$ cat config.mk
export PLATFORM = sky130hd
export DESIGN_NAME = xor_sprite_framebuffer
export DESIGN_NICKNAME = d
export VERILOG_FILES = /design/src/rtl/xsfb_pkg.sv /design/src/rtl/xsfb_coord.sv /design/src/rtl/xsfb_row_mem.sv /design/src/rtl/xor_sprite_framebuffer.sv
export VERILOG_INCLUDE_DIRS = /design/src /design/src/rtl
export SDC_FILE = /design/constraint.sdc
export NUM_CORES = 2
export LEC_CHECK = 0
export ABC_AREA = 1
export BUFFER_PORTS_ARGS = -buffer_cell sky130_fd_sc_hd__buf_2
export CELL_PAD_IN_SITES_DETAIL_PLACEMENT = 0
export CELL_PAD_IN_SITES_GLOBAL_PLACEMENT = 1
export CORE_AREA = 2 2 498 698
export CTS_CLUSTER_DIAMETER = 40
export DETAILED_ROUTE_END_ITERATION = 10
export DIE_AREA = 0 0 500 700
export PLACE_DENSITY = 0.57
export REMOVE_ABC_BUFFERS = 1
export SLEW_MARGIN = 20
export SYNTH_ARGS = -nofsm -noshare
export SYNTH_HDL_FRONTEND = slang
export SYNTH_SLANG_ARGS = --single-unit
export TNS_END_PERCENT = 5
$ cat constraint.sdc
create_clock -name i_clk -period 6.3 [get_ports i_clk]
set_input_delay 0.945 -clock i_clk [delete_from_list [all_inputs] [get_ports i_clk]]
set_output_delay 0.945 -clock i_clk [all_outputs]
set_load 0.05 [all_outputs]
$ cat src/rtl/xor_sprite_framebuffer_macros.svh
// ----------------------------------------------------------------------------
// xor_sprite_framebuffer_macros.svh
// Assertion macros shared by the frame store RTL.
// ----------------------------------------------------------------------------
`ifndef XOR_SPRITE_FRAMEBUFFER_MACROS_SVH
`define XOR_SPRITE_FRAMEBUFFER_MACROS_SVH

// Same-cycle implication, sampled on i_clk, off while i_rst_n is low.
`define XSFB_ASSERT_IMPL(label, pre, post) \
    label: assert property (@(posedge i_clk) disable iff (!i_rst_n) (pre) |-> (post)) \
        else $error("xsfb: implication check failed");

// Next-cycle implication, sampled on i_clk, off while i_rst_n is low.
`define XSFB_ASSERT_NEXT(label, pre, post) \
    label: assert property (@(posedge i_clk) disable iff (!i_rst_n) (pre) |=> (post)) \
        else $error("xsfb: next-cycle check failed");

`endif

$ cat src/rtl/xsfb_pkg.sv
// ----------------------------------------------------------------------------
// xsfb_pkg
// Shared types and constants of the XOR sprite frame store.
// ----------------------------------------------------------------------------
package xsfb_pkg;

    localparam int PIX_W    = 64;   // stored row word, bit 63 = column 0
    localparam int COORD_W  = 8;
    localparam int SPRITE_W = 8;
    localparam int RIDX_W   = 4;
    localparam int OP_W     = 2;

    typedef logic [OP_W-1:0] t_op;

    localparam t_op OP_DRAW  = 2'd0;
    localparam t_op OP_CLEAR = 2'd1;
    localparam t_op OP_READ  = 2'd2;

    // control from the sequencer to the row memory
    typedef struct packed {
        logic rd;   // capture a row word
        logic wr;   // write back a row word
        logic clr;  // drop every row to zero
    } t_mem_ctl;

endpackage

$ cat src/rtl/xsfb_coord.sv
// ----------------------------------------------------------------------------
// xsfb_coord
// Row address and column mask generation with wrap at the screen edges.
// ----------------------------------------------------------------------------
module xsfb_coord #(
    parameter int SCREEN_WIDTH  = 64,
    parameter int SCREEN_HEIGHT = 32,
    parameter int AW            = 5
) (
    input  logic [xsfb_pkg::COORD_W-1:0]  i_pos_x,
    input  logic [xsfb_pkg::COORD_W-1:0]  i_pos_y,
    input  logic [xsfb_pkg::RIDX_W-1:0]   i_row_ofs,
    input  logic [xsfb_pkg::SPRITE_W-1:0] i_sprite_row,
    output logic [AW-1:0]                 o_row_addr,
    output logic [xsfb_pkg::PIX_W-1:0]    o_bits
);

    localparam int XW    = $clog2(SCREEN_WIDTH);
    localparam int SUM_W = 7;   // reduced row plus offset stays below 128

    // constant modulo tables
    logic [XW-1:0] xtab [256];
    logic [AW-1:0] ytab [256];
    logic [AW-1:0] rtab [128];

    for (genvar g = 0; g < 256; g++) begin : g_tab8
        assign xtab[g] = XW'(g % SCREEN_WIDTH);
        assign ytab[g] = AW'(g % SCREEN_HEIGHT);
    end
    for (genvar g = 0; g < 128; g++) begin : g_tab7
        assign rtab[g] = AW'(g % SCREEN_HEIGHT);
    end

    logic [SUM_W-1:0] row_sum;
    logic [XW-1:0]    x_base;

    assign row_sum    = SUM_W'(ytab[i_pos_y]) + SUM_W'(i_row_ofs);
    assign o_row_addr = rtab[row_sum];
    assign x_base     = xtab[i_pos_x];

    always_comb begin
        logic [XW:0]   col;
        logic [XW-1:0] col_w;
        o_bits = '0;
        for (int k = 0; k < 8; k++) begin
            col = (XW+1)'(x_base) + (XW+1)'(k);
            if (col >= (XW+1)'(SCREEN_WIDTH)) begin
                col = col - (XW+1)'(SCREEN_WIDTH);
            end
            col_w = col[XW-1:0];
            if (i_sprite_row[7-k]) begin
                o_bits[6'(63) - 6'(col_w)] = 1'b1;
            end
        end
    end

endmodule

$ cat src/rtl/xsfb_row_mem.sv
// ----------------------------------------------------------------------------
// xsfb_row_mem
// Frame row memory, one word per screen row, with per-row valid bits.
// ----------------------------------------------------------------------------
module xsfb_row_mem #(
    parameter int DEPTH = 32,
    parameter int AW    = 5
) (
    input  logic                         i_clk,
    input  logic                         i_rst_n,
    input  xsfb_pkg::t_mem_ctl           i_ctl,
    input  logic [AW-1:0]                i_rd_addr,
    input  logic [AW-1:0]                i_wr_addr,
    input  logic [xsfb_pkg::PIX_W-1:0]   i_wr_data,
    output logic [xsfb_pkg::PIX_W-1:0]   o_rd_data
);

    logic [xsfb_pkg::PIX_W-1:0] mem [DEPTH];
    logic [DEPTH-1:0]           r_valid;
    logic [xsfb_pkg::PIX_W-1:0] r_rd_data;
    logic                       r_rd_valid;

    always_ff @(posedge i_clk) begin
        if (i_ctl.wr) begin
            mem[i_wr_addr] <= i_wr_data;
        end
        if (i_ctl.rd) begin
            r_rd_data <= mem[i_rd_addr];
        end
    end

    // an invalid row reads as cleared
    always_ff @(posedge i_clk) begin
        if (!i_rst_n) begin
            r_valid    <= '0;
            r_rd_valid <= 1'b0;
        end else begin
            if (i_ctl.rd) begin
                r_rd_valid <= r_valid[i_rd_addr];
            end
            if (i_ctl.clr) begin
                r_valid <= '0;
            end else if (i_ctl.wr) begin
                r_valid[i_wr_addr] <= 1'b1;
            end
        end
    end

    assign o_rd_data = r_rd_valid ? r_rd_data : '0;

endmodule

$ cat src/rtl/xor_sprite_framebuffer.sv
// ----------------------------------------------------------------------------
// xor_sprite_framebuffer
// Monochrome frame store with XOR sprite drawing, clear and row readback.
// ----------------------------------------------------------------------------
// The transfer cycle (start high, busy low) issues the row read for a draw
// or a read, and busy stays high for the next cycle, in which the row word
// comes back from the registered memory read and, for an in-range draw, the
// XORed word is written back. No new item is taken while busy is high. The
// result is marked by o_valid, which is high for exactly one cycle; o_valid
// rises at the edge where busy drops, so the result is taken at the rising
// edge that ends the o_valid strobe. There is no backpressure, so the
// receiver has to take it then.
// Clear is handled the same way: it drops per-row valid bits at once
// rather than sweeping the memory, and no clearing pass follows reset.
// ----------------------------------------------------------------------------
`include "xor_sprite_framebuffer_macros.svh"

module xor_sprite_framebuffer #(
    parameter int SCREEN_WIDTH    = 64,
    parameter int SCREEN_HEIGHT   = 32,
    parameter int MAX_SPRITE_ROWS = 16
) (
    input  logic                           i_clk,
    input  logic                           i_rst_n,
    input  logic                           start,
    output logic                           busy,
    input  logic [xsfb_pkg::OP_W-1:0]      i_operation,
    input  logic [xsfb_pkg::SPRITE_W-1:0]  i_sprite_row,
    input  logic [xsfb_pkg::COORD_W-1:0]   i_pos_x,
    input  logic [xsfb_pkg::COORD_W-1:0]   i_pos_y,
    input  logic [xsfb_pkg::RIDX_W-1:0]    i_row_index,
    input  logic                           i_last_row,
    output logic                           o_valid,
    output logic [xsfb_pkg::PIX_W-1:0]     o_pixel_row,
    output logic                           o_collision,
    output logic                           o_sprite_done
);

    localparam int AW = $clog2(SCREEN_HEIGHT);

    // input transfer
    logic accept;
    assign accept = start && !busy;

    // a read addresses the start row itself
    logic [xsfb_pkg::RIDX_W-1:0] row_ofs;
    assign row_ofs = (i_operation == xsfb_pkg::OP_READ) ? '0 : i_row_index;

    logic [AW-1:0]              row_addr;
    logic [xsfb_pkg::PIX_W-1:0] bits;

    xsfb_coord #(
        .SCREEN_WIDTH  (SCREEN_WIDTH),
        .SCREEN_HEIGHT (SCREEN_HEIGHT),
        .AW            (AW)
    ) u_coord (
        .i_pos_x      (i_pos_x),
        .i_pos_y      (i_pos_y),
        .i_row_ofs    (row_ofs),
        .i_sprite_row (i_sprite_row),
        .o_row_addr   (row_addr),
        .o_bits       (bits)
    );

    // item held for the write-back cycle
    logic                       r_busy;
    xsfb_pkg::t_op              r_op;
    logic [AW-1:0]              r_addr;
    logic [xsfb_pkg::PIX_W-1:0] r_bits;
    logic                       r_first;    // row index zero restarts the flag
    logic                       r_in_range; // row index below MAX_SPRITE_ROWS
    logic                       r_last;
    logic                       r_flag;

    always_ff @(posedge i_clk) begin
        if (accept) begin
            r_op       <= i_operation;
            r_addr     <= row_addr;
            r_bits     <= bits;
            r_first    <= (i_row_index == '0);
            r_in_range <= (5'(i_row_index) < 5'(MAX_SPRITE_ROWS));
            r_last     <= i_last_row;
        end
    end

    // row memory
    xsfb_pkg::t_mem_ctl         mem_ctl;
    logic [xsfb_pkg::PIX_W-1:0] old_row;
    logic                       do_draw;

    assign do_draw     = r_busy && (r_op == xsfb_pkg::OP_DRAW) && r_in_range;
    assign mem_ctl.rd  = accept && (i_operation == xsfb_pkg::OP_DRAW
                                    || i_operation == xsfb_pkg::OP_READ);
    assign mem_ctl.clr = accept && (i_operation == xsfb_pkg::OP_CLEAR);
    assign mem_ctl.wr  = do_draw;

    xsfb_row_mem #(
        .DEPTH (SCREEN_HEIGHT),
        .AW    (AW)
    ) u_mem (
        .i_clk     (i_clk),
        .i_rst_n   (i_rst_n),
        .i_ctl     (mem_ctl),
        .i_rd_addr (row_addr),
        .i_wr_addr (r_addr),
        .i_wr_data (old_row ^ r_bits),
        .o_rd_data (old_row)
    );

    // modify step: collision flag and result fields
    logic                       n_flag;
    logic [xsfb_pkg::PIX_W-1:0] n_pixel_row;
    logic                       n_done;

    always_comb begin
        n_flag      = r_flag;
        n_pixel_row = '0;
        n_done      = 1'b0;
        case (r_op)
            xsfb_pkg::OP_DRAW: begin
                if (r_in_range) begin
                    n_flag = (r_flag && !r_first) || (|(old_row & r_bits));
                end
                n_done = r_last;
            end
            xsfb_pkg::OP_READ: begin
                n_pixel_row = old_row;
            end
            default: begin
                n_flag = r_flag;
            end
        endcase
    end

    always_ff @(posedge i_clk) begin
        if (!i_rst_n) begin
            r_busy  <= 1'b0;
            r_flag  <= 1'b0;
            o_valid <= 1'b0;
        end else begin
            r_busy  <= accept;
            o_valid <= r_busy;
            if (r_busy) begin
                r_flag <= n_flag;
            end
        end
    end

    always_ff @(posedge i_clk) begin
        if (r_busy) begin
            o_pixel_row   <= n_pixel_row;
            o_collision   <= n_flag;
            o_sprite_done <= n_done;
        end
    end

    assign busy = r_busy;

    // checks
    `XSFB_ASSERT_NEXT(a_accept_busy, accept, r_busy)
    `XSFB_ASSERT_NEXT(a_busy_result, r_busy, o_valid && !r_busy)
    `XSFB_ASSERT_IMPL(a_wr_only_busy, mem_ctl.wr, r_busy && !mem_ctl.clr)
    `XSFB_ASSERT_IMPL(a_done_no_row, o_valid && o_sprite_done, o_pixel_row == '0)

endmodule

==> metrics.csv <==
metric,value,unit
status,"finished, final reports clean",
total CTS buffers,308,
die height,700,um
core area,343600,sq um
CP Launch Type,flop,
final core occ,32.77,%
Hold Fails Final Rpt,0,
WL met1,143800,um
"flops & latches, synth",2287,
met2 wire len,168600,um
Worst Setup SP,r_op[1],
CP Class,reg -> reg,
critical hold path startpoint,i_last_row,
HPWL after detailed placement,184800,um
Die Wd,500,um
multi-input logic area,24620,sq um
clk slew on worst S/H paths,0.05,ns
hold buffers post-CTS,0,
Sequential cell area,68320,sq um
"Max FO, Critical Path",30,
Hold Path Stages,1,
largest net degree at the start of global routing,201,
Die Footprint,350000,sq um
# DRC,0,
global-route wire length before repair,485400,um
HP Class,in -> reg,
clock latency on the worst-skew pair,0.92,ns
gr ovfl total,0,
Post-CTS Resized,0,
synth warn,0,
via-per-instance ratio,5.117,
Async SR Flop Fraction,0,%
Initial Util,27.92,%
Layout Area Growth over Synthesis,17.35,%
sequential element share of the synthesized area,71.20,%
top-area cell type share of the netlist area,70.45,%
via count,66300,
fin crit share,64.71,%
Reg2Reg Setup Slack,2.22,ns
wire length on met3,21350,um
fin crit period,4.077,ns
1st-iter DRT viols,7339,
Post-synth EDFFs,2251,
CTS tree,built,
layout cells sized above 1,9.733,%
fmax,0.2453,GHz
synthesized cell area,95950,sq um
number of port buffers,96,
number of cells on the worst reg-to-reg path,8,
Clock Root Buffer,clkbuf_16,
Slew headroom,22.27,%
total power,40130,uW
Initial DRT Pass Iterations,6,
RSZ-0062 raised after global routing,no,
"count leader, synth",edfxtp_1,
GPL Wtd Cong,0.9240,
Slew Limit Fails,0,
worst-margin pin slew,1.157,ns
IO Pins,102,
largest cells by area after synthesis,"edfxtp_1 70%, nor2_1 8.1%, o21ai_0 5.6%",
r2r endpoint,u_mem.mem[25][25],
top cell types by occurrence after synthesis,"2251 x edfxtp_1, 2078 x nor2_1, 1083 x o21ai_0, 555 x nand3_1, 457 x nand2_1",
Max VDD drop,0.0001940,V
drt total wl,348000,um
CP Capture Point,u_mem.mem[25][25],
Arrival @ worst endpoint,4.53,ns
Required @ worst endpoint,6.75,ns
CTS Buffer Depth,4,
Synth area leader,edfxtp_1,
htree depth,5,
CTS Sinks,2287,
vias in the first global route,63460,
final antenna-violating net count,0,
final setup fails,0,
wire per inst,26.85,um
num rows,255,
initial antenna violation count,14,
Critical R2R Launch,r_op[1],
Crit. End Element,flop,
max capacitance violation total,0,
pwr dens,356.4,nW/um^2
skew final,0.09363,ns
Lkg Pwr,0.03737,uW
fillers,33800,
commonest register cell after synthesis,edfxtp_1,
GRT Resource Usage Total,19.28,%
syn_area_per_cell,11.75,sq um
Mapped Cells,8163,
Setup Buffers After CTS,0,
Final nets,8314,
max layer used,met5,
Synth cell types,37,
-- critical path: stages (launching register included) --
cell	delay, ns
edfxtp_1	0.42
nor2_1	0.20
inv_1	0.09
nor2_1	0.19
inv_1	0.13
nor3_1	0.90
inv_1	0.28
nor2_4	0.50
buf_4	0.81
-- power breakdown --
part	switching, uW	leakage (uW)	internal [uW]
Combinational	3600	0.0116	1290
Clock	7030	0.00503	10900
Sequential	85.7	0.0207	17200
Total	10700	0.0374	29400
-- layout by cell type, fill, tap and decap left out, drive strengths merged --
master	count
clkinv	91
bufinv	37
nor3	35
inv	310
nand4	222
nand3	556
nor2	2080
o21bai	1
nand3b	2
diode	5
xor2	11
a21boi	4
o21a	1
xnor2	1
nor4	1
o22ai	3
edfxtp	2251
dfxtp	36
o211ai	450
clkbuf	356
nand2	457
or2	2
ha	72
a21oi	28
o21ai	1086
clkinvlp	36
fa	1
buf	259
and2	66
o31ai	1
-- metal layers --
layer | track usage [%] | vias up
met2 | 32.48 | 2471
met1 | 24.97 | 33640
met5 | 0 | -
met3 | 2.795 | 596
li1 | - | 29590
met4 | 7.324 | 10
-- final cells by class --
class	count	share of cell area (%)
diodes	5	0.01111
clock buffers	356	7.195
clock inverters	203	2.126
inverters	271	1.030
multi-input cells	5080	21.86
flip-flops and latches	2287	60.68
well taps	4497	4.998
repair buffers	259	2.094
-- worst min path at each step --
stage	end	slack, ns
after floorplan	u_mem.r_valid[24]	0.43
after CTS	r_last	0.14
after global placement	u_mem.r_valid[17]	0.44
after detailed placement	u_mem.r_valid[5]	0.45
final	r_last	0.22
after global routing	r_last	0.20
-- cell families (layout without fill, tap and decap cells) --
group,count (synthesis),count (layout),share of synthesized area [%]
and+or+nand+nor,3421,3421,14.97
DFF,2287,2287,71.20
AOI/OAI and AO/OA,1574,1574,9.425
buffers and inverters,796,1089,3.328
adders and majority gates,73,73,0.9598
xor gates and xnor gates,12,12,0.1174
other,0,5,0
-- flip-flops by register name, summed over array words and instances (netlist names) --
name              count
r_last                1
u_mem.r_rd_data      64
r_flag                1
r_op                  2
o_valid               1
r_bits               64
u_mem.mem          2048
u_mem.r_rd_valid      1
busy                  1
r_addr                5
o_pixel_row          64
u_mem.r_valid        32
o_collision           1
r_first               1
o_sprite_done         1
-- stage by stage --
stage               area [sq um]  cells  hold WS (ns)  setup TNS [ns]  worst slack (ns)
floorplan                  93770   7638        0.4307        -2831.81            -43.12
global route              112600  12960        0.2047               0             2.058
detailed placement        102100  12390        0.4496               0             1.341
finish                    112600  12960        0.2240               0             2.223
global placement          102000  12390        0.4429               0             1.372
CTS                       112600  12950        0.1442               0             2.156
No activity file was read; power rests on OpenSTA's default activity.
